$ cat src/rtl/pdfe_pkg.sv
package pdfe_pkg;

    // Token modes as written to the mode register; the fourth code acts as name mode.
    localparam logic [1:0] MODE_LITERAL = 2'd0;
    localparam logic [1:0] MODE_HEX     = 2'd1;
    localparam logic [1:0] MODE_NAME    = 2'd2;

    // Register map.
    localparam logic [1:0] ADDR_TOKEN_MODE = 2'd0;

    // Longest expansion of one input byte, and the width of a character count.
    localparam int MAX_CHARS = 6;
    localparam int CNT_W     = 3;

    // Default depth of the queue between the front and back parts.
    localparam int QUEUE_DEPTH = 4;

    // Characters used by the encoder.
    localparam logic [7:0] CH_LPAREN    = 8'h28;
    localparam logic [7:0] CH_RPAREN    = 8'h29;
    localparam logic [7:0] CH_BACKSLASH = 8'h5C;
    localparam logic [7:0] CH_ZERO      = 8'h30;
    localparam logic [7:0] CH_LT        = 8'h3C;
    localparam logic [7:0] CH_GT        = 8'h3E;
    localparam logic [7:0] CH_SLASH     = 8'h2F;
    localparam logic [7:0] CH_HASH      = 8'h23;
    localparam logic [7:0] CH_PERCENT   = 8'h25;
    localparam logic [7:0] CH_SPACE     = 8'h20;
    localparam logic [7:0] CH_TILDE     = 8'h7E;

    // Characters that one input item expands to, in output order.
    typedef struct packed {
        logic [MAX_CHARS-1:0][7:0] chars;
        logic [CNT_W-1:0]          cnt;
    } plan_t;

    // Head of the queue as the back part sees it.
    typedef struct packed {
        logic  valid;
        plan_t plan;
    } q_head_t;

    // Upper-case hex digit of a nibble.
    function automatic logic [7:0] hex_digit(input logic [3:0] d);
        logic [7:0] r;
        if (d < 4'd10)
        begin
            r = 8'h30 + {4'd0, d};
        end
        else
        begin
            r = 8'h37 + {4'd0, d};
        end
        return r;
    endfunction

endpackage

$ cat src/rtl/pdfe_front.sv
module pdfe_front (
    input  logic                  in_valid,
    input  logic [7:0]            data_byte,
    input  logic                  first_byte,
    input  logic                  last_byte,
    input  logic [1:0]            token_mode,
    input  logic                  q_full,
    output logic                  in_ready,
    output logic                  push,
    output pdfe_pkg::plan_t       plan
);

    // An item is taken whenever the queue has room.
    assign in_ready = !q_full;
    assign push     = in_valid && !q_full;

    // Classify the byte and list the characters it expands to.
    always_comb
    begin
        logic [2:0] n;
        logic       name_esc;
        n    = '0;
        plan = '0;
        name_esc = (data_byte <= pdfe_pkg::CH_SPACE) || (data_byte > pdfe_pkg::CH_TILDE)
                || (data_byte == pdfe_pkg::CH_HASH) || (data_byte == pdfe_pkg::CH_PERCENT)
                || (data_byte == pdfe_pkg::CH_SLASH);
        unique case (token_mode)
            pdfe_pkg::MODE_LITERAL:
            begin
                if (first_byte)
                begin
                    plan.chars[n] = pdfe_pkg::CH_LPAREN;
                    n = n + 3'd1;
                end
                if (data_byte < pdfe_pkg::CH_SPACE)
                begin
                    // Control byte: backslash, zero and two octal digits.
                    plan.chars[n] = pdfe_pkg::CH_BACKSLASH;
                    n = n + 3'd1;
                    plan.chars[n] = pdfe_pkg::CH_ZERO;
                    n = n + 3'd1;
                    plan.chars[n] = pdfe_pkg::CH_ZERO + {5'd0, data_byte[5:3]};
                    n = n + 3'd1;
                    plan.chars[n] = pdfe_pkg::CH_ZERO + {5'd0, data_byte[2:0]};
                    n = n + 3'd1;
                end
                else if ((data_byte == pdfe_pkg::CH_LPAREN)
                      || (data_byte == pdfe_pkg::CH_RPAREN)
                      || (data_byte == pdfe_pkg::CH_BACKSLASH))
                begin
                    plan.chars[n] = pdfe_pkg::CH_BACKSLASH;
                    n = n + 3'd1;
                    plan.chars[n] = data_byte;
                    n = n + 3'd1;
                end
                else
                begin
                    plan.chars[n] = data_byte;
                    n = n + 3'd1;
                end
                if (last_byte)
                begin
                    plan.chars[n] = pdfe_pkg::CH_RPAREN;
                    n = n + 3'd1;
                end
            end
            pdfe_pkg::MODE_HEX:
            begin
                if (first_byte)
                begin
                    plan.chars[n] = pdfe_pkg::CH_LT;
                    n = n + 3'd1;
                end
                plan.chars[n] = pdfe_pkg::hex_digit(data_byte[7:4]);
                n = n + 3'd1;
                plan.chars[n] = pdfe_pkg::hex_digit(data_byte[3:0]);
                n = n + 3'd1;
                if (last_byte)
                begin
                    plan.chars[n] = pdfe_pkg::CH_GT;
                    n = n + 3'd1;
                end
            end
            default:
            begin
                // Name mode; the closing mark adds nothing here.
                if (first_byte)
                begin
                    plan.chars[n] = pdfe_pkg::CH_SLASH;
                    n = n + 3'd1;
                end
                if (name_esc)
                begin
                    plan.chars[n] = pdfe_pkg::CH_HASH;
                    n = n + 3'd1;
                    plan.chars[n] = pdfe_pkg::hex_digit(data_byte[7:4]);
                    n = n + 3'd1;
                    plan.chars[n] = pdfe_pkg::hex_digit(data_byte[3:0]);
                    n = n + 3'd1;
                end
                else
                begin
                    plan.chars[n] = data_byte;
                    n = n + 3'd1;
                end
            end
        endcase
        plan.cnt = n;
    end

endmodule

$ cat src/rtl/pdfe_queue.sv
module pdfe_queue #(
    parameter int Depth = pdfe_pkg::QUEUE_DEPTH
) (
    input  logic                  clk,
    input  logic                  rst_n,
    input  logic                  push,
    input  pdfe_pkg::plan_t       push_plan,
    output logic                  full,
    input  logic                  pop,
    output pdfe_pkg::q_head_t     head
);

    localparam int PtrW = (Depth > 1) ? $clog2(Depth) : 1;
    localparam int CntW = $clog2(Depth + 1);

    pdfe_pkg::plan_t       mem_reg [Depth];
    logic [PtrW-1:0]       wr_ptr_reg, wr_ptr_next;
    logic [PtrW-1:0]       rd_ptr_reg, rd_ptr_next;
    logic [CntW-1:0]       count_reg, count_next;

    assign full       = (count_reg == CntW'(Depth));
    assign head.valid = (count_reg != '0);
    assign head.plan  = mem_reg[rd_ptr_reg];

    // Pointer and fill bookkeeping.
    always_comb
    begin
        wr_ptr_next = wr_ptr_reg;
        rd_ptr_next = rd_ptr_reg;
        count_next  = count_reg;
        if (push)
        begin
            wr_ptr_next = (wr_ptr_reg == PtrW'(Depth - 1)) ? '0 : wr_ptr_reg + PtrW'(1);
        end
        if (pop)
        begin
            rd_ptr_next = (rd_ptr_reg == PtrW'(Depth - 1)) ? '0 : rd_ptr_reg + PtrW'(1);
        end
        if (push && !pop)
        begin
            count_next = count_reg + CntW'(1);
        end
        else if (pop && !push)
        begin
            count_next = count_reg - CntW'(1);
        end
    end

    always_ff @(posedge clk or negedge rst_n)
    begin
        if (!rst_n)
        begin
            wr_ptr_reg <= '0;
            rd_ptr_reg <= '0;
            count_reg  <= '0;
        end
        else
        begin
            wr_ptr_reg <= wr_ptr_next;
            rd_ptr_reg <= rd_ptr_next;
            count_reg  <= count_next;
        end
    end

    // Entry storage.
    always_ff @(posedge clk)
    begin
        if (push)
        begin
            mem_reg[wr_ptr_reg] <= push_plan;
        end
    end

endmodule

$ cat src/rtl/pdfe_back.sv
module pdfe_back (
    input  logic                  clk,
    input  logic                  rst_n,
    input  pdfe_pkg::q_head_t     head,
    output logic                  pop,
    output logic                  out_valid,
    input  logic                  out_ready,
    output logic [7:0]            out_char,
    output logic                  run_end
);

    logic [pdfe_pkg::CNT_W-1:0] idx_reg, idx_next;
    logic                       valid_reg, valid_next;
    logic [7:0]                 char_reg;
    logic                       end_reg;
    logic                       load;
    logic                       at_last;

    assign out_valid = valid_reg;
    assign out_char  = char_reg;
    assign run_end   = end_reg;

    // A character moves into the output register whenever that register is free or drains.
    assign load    = head.valid && (!valid_reg || out_ready);
    assign at_last = (idx_reg == head.plan.cnt - pdfe_pkg::CNT_W'(1));
    assign pop     = load && at_last;

    always_comb
    begin
        idx_next   = idx_reg;
        valid_next = valid_reg;
        if (load)
        begin
            valid_next = 1'b1;
            idx_next   = at_last ? '0 : idx_reg + pdfe_pkg::CNT_W'(1);
        end
        else if (out_ready)
        begin
            valid_next = 1'b0;
        end
    end

    always_ff @(posedge clk or negedge rst_n)
    begin
        if (!rst_n)
        begin
            idx_reg   <= '0;
            valid_reg <= 1'b0;
        end
        else
        begin
            idx_reg   <= idx_next;
            valid_reg <= valid_next;
        end
    end

    // Output payload.
    always_ff @(posedge clk)
    begin
        if (load)
        begin
            char_reg <= head.plan.chars[idx_reg];
            end_reg  <= at_last;
        end
    end

endmodule

$ cat src/rtl/pdf_token_byte_escaper_core.sv
// Channel  | Direction | Ports                          | Contents
// ---------+-----------+--------------------------------+----------------------------------
// s        | in        | s_tvalid s_tready s_tdata      | tdata: data_byte
//          |           | s_tuser s_tlast                | tuser: first_byte, tlast: last_byte
// m        | out       | m_tvalid m_tready m_tdata      | tdata: out_char
//          |           | m_tlast                        | tlast: run_end
// apb      | in/out    | psel penable pwrite paddr ...  | token_mode at address 0
//
// Each input item yields one to six characters, one per cycle out of the output register
// while the output is not stalled. The front part classifies an item in the cycle it is taken;
// when the queue was empty, the item is written into the queue and its first character is
// then loaded into the output register. The queue holds QueueDepth items, so input keeps
// flowing while the output is stalled until the queue is full.
// Reset empties the queue and the output register and sets the mode to literal string.
module pdf_token_byte_escaper_core #(
    parameter int QueueDepth = pdfe_pkg::QUEUE_DEPTH
) (
    input  logic        clk,
    input  logic        rst_n,
    // Input items.
    input  logic        s_tvalid,
    output logic        s_tready,
    input  logic [7:0]  s_tdata,   // [7:0] data_byte
    input  logic        s_tuser,   // [0] first_byte
    input  logic        s_tlast,
    // Result items.
    output logic        m_tvalid,
    input  logic        m_tready,
    output logic [7:0]  m_tdata,   // [7:0] out_char
    output logic        m_tlast,
    // Configuration.
    input  logic        psel,
    input  logic        penable,
    input  logic        pwrite,
    input  logic [1:0]  paddr,
    input  logic [31:0] pwdata,
    output logic [31:0] prdata,
    output logic        pready
);

    logic [1:0]            token_mode_reg, token_mode_next;
    logic                  q_full;
    logic                  push;
    logic                  pop;
    pdfe_pkg::plan_t       plan;
    pdfe_pkg::q_head_t     head;

    // Mode register behind the configuration port.
    assign pready = 1'b1;
    assign prdata = {30'd0, token_mode_reg};

    always_comb
    begin
        token_mode_next = token_mode_reg;
        if (psel && penable && pwrite && pready && (paddr == pdfe_pkg::ADDR_TOKEN_MODE))
        begin
            token_mode_next = pwdata[1:0];
        end
    end

    always_ff @(posedge clk or negedge rst_n)
    begin
        if (!rst_n)
        begin
            token_mode_reg <= pdfe_pkg::MODE_LITERAL;
        end
        else
        begin
            token_mode_reg <= token_mode_next;
        end
    end

    pdfe_front u_front (
        .in_valid   (s_tvalid),
        .data_byte  (s_tdata),
        .first_byte (s_tuser),
        .last_byte  (s_tlast),
        .token_mode (token_mode_reg),
        .q_full     (q_full),
        .in_ready   (s_tready),
        .push       (push),
        .plan       (plan)
    );

    pdfe_queue #(
        .Depth (QueueDepth)
    ) u_queue (
        .clk       (clk),
        .rst_n     (rst_n),
        .push      (push),
        .push_plan (plan),
        .full      (q_full),
        .pop       (pop),
        .head      (head)
    );

    pdfe_back u_back (
        .clk       (clk),
        .rst_n     (rst_n),
        .head      (head),
        .pop       (pop),
        .out_valid (m_tvalid),
        .out_ready (m_tready),
        .out_char  (m_tdata),
        .run_end   (m_tlast)
    );

endmodule

$ cat config.mk
export PLATFORM = sky130hd
export DESIGN_NAME = pdf_token_byte_escaper_core
export DESIGN_NICKNAME = d
export VERILOG_FILES = /design/src/rtl/pdfe_pkg.sv /design/src/rtl/pdfe_front.sv /design/src/rtl/pdfe_queue.sv /design/src/rtl/pdfe_back.sv /design/src/rtl/pdf_token_byte_escaper_core.sv
export SDC_FILE = /design/constraint.sdc
export NUM_CORES = 1
export LEC_CHECK = 0
export ABC_AREA = 0
export BUFFER_PORTS_ARGS = -buffer_cell sky130_fd_sc_hd__buf_2
export CORE_MARGIN = 3
export CORE_UTILIZATION = 64
export CTS_CLUSTER_DIAMETER = 30
export DETAILED_ROUTE_END_ITERATION = 8
export GPL_ROUTABILITY_DRIVEN = 0
export PLACE_DENSITY = 0.92
export SLEW_MARGIN = 20
export SYNTH_ARGS = -nofsm -noshare
export SYNTH_HDL_FRONTEND = slang
export SYNTH_SLANG_ARGS = --single-unit
export TNS_END_PERCENT = 30
$ cat constraint.sdc
create_clock -name clk -period 6.4 [get_ports clk]
set_input_delay 0.64 -clock clk [delete_from_list [all_inputs] [get_ports clk]]
set_output_delay 0.64 -clock clk [all_outputs]
set_load 0.03 [all_outputs]
[Word-level counts from Yosys, hierarchy flattened]
Memories as Yosys holds them, arrays and structs flattened.
Cells that the tools add are included.
Operators by class
  bitwise logic cells: 15
  add/sub/neg operators: 23
  mux-type cells: 74
  magnitude comparators: 28
  reduce and logical (&&, ||, !) cells: 36
  equal/unequal tests: 11
Operators with widths (count)
  $bwmux 48: 9
  $mux 48: 6
  $demux 8 s3: 11
  $mux 8: 23
  $pmux 48 s2: 1
  $not 30->30: 2
  $lt 3x4->1 const B: 12
  $eq 8x6->1 const B: 5
  $add 3x1->3 const B: 13
  $and 36x36->36: 1
  $mux 3: 12
  $not 36->36: 1
  $ge 3x1->1 const B: 11
  $and 30x30->30: 1
  $and 5x30->30: 1
  $or 30x30->30: 1
  $add 6x4->7 const A: 4
  $and 4x24->24: 1
  $bmux 8 s3: 1
  $not 24->24: 1
  $or 4x24->24: 1
  $logic_and 1x1->1: 19
  $and 18x18->18: 1
  $mux 6: 3
  25 further kinds: 46
Word-level totals
  input port bits: 51
  flip-flop bits (word level): 22
  memories: 1
  output and inout port bits: 44
  word-level logic and storage cells: 196
  memory bits (writable): 204
Memories
  u_queue.mem_reg: depth 4, width 51, read ports 1, clocked after Yosys merged registers in 0, write ports 1, RTL line pdfe_queue.sv:16  | pdfe_pkg::plan_t mem_reg [Depth];

[Logic depth before layout (Yosys ltp)]
  depth after elaboration: 16
  mapped depth: 16
  mapped depth without buffers: 14

[Cells and area by module]
Synthesis repeated with hierarchy kept, for this count alone.
Unflattened totals
  cells, all modules: 709
  area, all modules: 10900.5 um2
By module, submodules not included
  pdfe_queue: area an instance 7838.8 um2, times used 1, cells an instance 304, seq. area each 6301.0 um2
  pdfe_front: area an instance 1811.7 um2, times used 1, cells an instance 291, seq. area each 0.0 um2
  pdfe_back: area an instance 927.1 um2, times used 1, cells an instance 75, seq. area each 370.4 um2
  pdf_token_byte_escaper_core: area an instance 322.8 um2, times used 1, cells an instance 39, seq. area each 50.0 um2

[Least setup slack after synthesis]
Ideal clock, no wire load.
  path type: input -> register
  start point: input port s_tdata[1]
  end point: memory u_queue.mem_reg[0][1] (netlist bit), data pin
  data arrival time: 3.019 ns
  path buffers: 1
  slack: 3.118 ns
  library setup time: 0.263 ns
  cell stages on the path: 12
  required time: 6.137 ns
  cells stage by stage: clkbuf_1 inv_1 ha_1 o211ai_1 nand2_1 inv_1 ha_1 mux2i_1 ha_1 a211oi_1 a211oi_1 a21o_1
RTL lines
  from (decl): RTL line pdf_token_byte_escaper_core.sv:23  | input logic [7:0] s_tdata,
  to (decl): RTL line pdfe_queue.sv:16

==> metrics.csv <==
metric,value,unit
yosys_warnings,0,
route.met3.wl,2510,um
violations,design-rule violations,
wl_met2,9919,um
dpl_cell_area,9375,um2
layout_commonest_cell,edfxtp_1,
power_density,441.2,nW/um2
crit_family,simple AND/OR/NAND/NOR gates,
p_leak,3.576,nW
ys_ff_latch,186,
timing.critical_path.buf_inv,3,
clkLatencyLatePin,0.43,ns
max_slew.worst_pin.slew,1.066,ns
syn-instance-count,652,
layout-drive-gt1-share,0.2006,
pin_count,95,
vias_per_cell,7.019,
final_core_util,0.7103,
row_count,43,
antenna_left,0,
via_count,6022,
required,6.54,ns
grt_max_degree,44,
wl_met1,7609,um
max-cap-violations,0,
finalCritPeriodShare,0.6087,
io_buffers,33,
drtPass1Iterations,9,
place_ws,2.298,ns
num-nets-final,739,
wl,20830,um
post-route-cell-area,9975,um2
setup_viol,0,
fmax,256.7,MHz
cp_max_fo,14,
largest_register_ffs,164,
overflow,0,
clock_skew,0.007078,ns
grt_pass1_vias,5762,
setup_ws,2.504,ns
grt_antenna_before_repair,0,
rsz0062_at_grt,no,
place_hpwl,12920,um
core_area,14040,um2
cts_made_buffers,17,
path_class,in2reg,
end_kind,register,
ys_async_sr_fraction,0.06989,
tritoncts,yes,
die_x,126.5,um
cp.arrival,4.04,ns
ys_seq_area_frac,0.5936,
post-route-min-period,3.896,ns
final_max_slew_viol_count,0,
die_area,16010,um2
synthesis.area,9300,um2
top_layer,met4,
h-tree-depth,4,
clock_sinks,186,
hold_viol_final,0,
crit_path_cell_trace,buf_2 -> inv_1 -> ha_1 -> o211ai_1 -> nand2_1 -> inv_1 -> ha_1 -> nand3_1 -> nor2_1 -> nor3_1 -> a21oi_1 -> o21ai_0,
peakVddDrop,0.2241,mV
drt-wirelength-per-cell,24.28,um
initial_utilization,0.6623,
syn_area_per_cell,14.26,um2
cts_hold_buf,0,
synth.distinct_cells,77,
drc,67,
die_h,126.5,um
clk_pin_slew,0.07,ns
max_stage_delay,0.58,ns
relSlewSlack,0.2893,
hold_class,in2async,
cts_setup_buffers,0,
cts-resized-gates,0,
grtUsageTotal,0.2709,
cts_root_buffer,clkbuf_16,
layout_common_cells,"edfxtp_1, mux4_2, nand2_1, conb_1, buf_2",
setup_tns,0,ns
status,"finished, violations left",
grt_pass1_wl,32990,um
drt_iter0_drc,976,
diodes,0,
cts_buffer_depth,2,
area_delta_synth_final,7.251,%
crit_slowest_cell,o21ai_0,
start_kind,input pin,
yosys_most_used_dff,edfxtp_1,
synth-edff-count,173,
==> metrics by stage <==
stage	total power, mW	hold slack (ns)	std cells
after floorplan	2.991	0.3444	685
after global placement	3.236	0.4724	826
after detailed placement	3.333	0.4796	826
after CTS	4.398	0.1204	858
after global routing	4.598	0.1291	858
final	4.401	0.1217	858
==> worst register-to-register path, stage by stage, from the launching register on <==
cell,delay (ns)
dfrtp_2,0.83
mux4_2,0.59
inv_1,0.08
ha_1,0.15
xnor2_1,0.10
xnor2_2,0.21
nor4_4,0.39
inv_1,0.09
ha_1,0.21
inv_1,0.07
fa_1,0.40
mux2_2,0.26
==> per-layer routing <==
layer | track usage | up-vias
met3 | 0.06737 | 99
met5 | 0 | -
li1 | - | 2507
met2 | 0.4184 | 518
met1 | 0.3807 | 2898
met4 | 0.09968 | 0
==> cell usage after synthesis (4+ instances only) <==
cell       instances  area share
dfrtp_1           13       0.035
xnor2_1            8      0.0075
nand2_1           36       0.015
a31oi_1            8      0.0054
nor3_1            12      0.0065
nand4_1            7      0.0047
buf_2             12      0.0065
o21ai_0           30       0.016
buf_6              6      0.0073
mux2_2             8      0.0097
nand3_1           12      0.0065
o2111ai_1          4      0.0038
mux4_2            38       0.092
nor2b_1            8      0.0054
edfxtp_1         173        0.56
ha_1              22       0.030
mux2i_1           22       0.024
and3_1            11      0.0074
o211ai_1          10      0.0081
buf_4             33       0.027
and2_1             5      0.0034
a21oi_1           24       0.013
a21o_1             4      0.0032
inv_1             16      0.0065
nor2_1            31       0.013
clkbuf_1          21      0.0085
==> cells by family after synthesis <==
family | Yosys count | share of synthesized area
and+or+nand+nor | 140 | 0.07898
other | 2 | 0.0008075
muxes | 72 | 0.1355
buffers and inverters | 93 | 0.05731
xor gates and xnor gates | 12 | 0.01211
adders and majority gates | 24 | 0.03296
AOI/OAI and AO/OA | 123 | 0.08880
DFF | 186 | 0.5936
==> worst paths after layout <==
path | start | depth (start not counted) | to | slack, ns
max | s_tdata[1] | 12 | u_queue.mem_reg[1][7] | 2.50
min | rst_n | 1 | u_queue.rd_ptr_reg[1] | 0.12
max reg2reg | u_queue.rd_ptr_reg[0] | 11 | u_queue.count_reg[1] | 2.90
min reg2reg | u_queue.count_reg[2] | 1 | u_queue.count_reg[2] | 0.49
max in group asynchronous | rst_n | 1 | u_queue.rd_ptr_reg[0] | 5.98
min in group clk | pwdata[0] | 2 | token_mode_reg[0] | 0.44
==> where the power goes <==
group / switching [mW] / internal [mW] / leakage, nW
registers: 0.221 / 1.71 / 1.77
logic: 0.848 / 0.591 / 1.52
clock network: 0.448 / 0.587 / 0.290
total: 1.52 / 2.88 / 3.58
==> cell type report <==
class,instances,area (um2)
sequential,186,5523
fill,825,4068
multi-input combinational,406,3387
clock buffer,18,439.2
tap,180,225.2
timing repair buffer,35,180.2
clock inverter,14,148.9
inverter,19,71.32
Note: power is estimated with default switching activity, not from simulation.
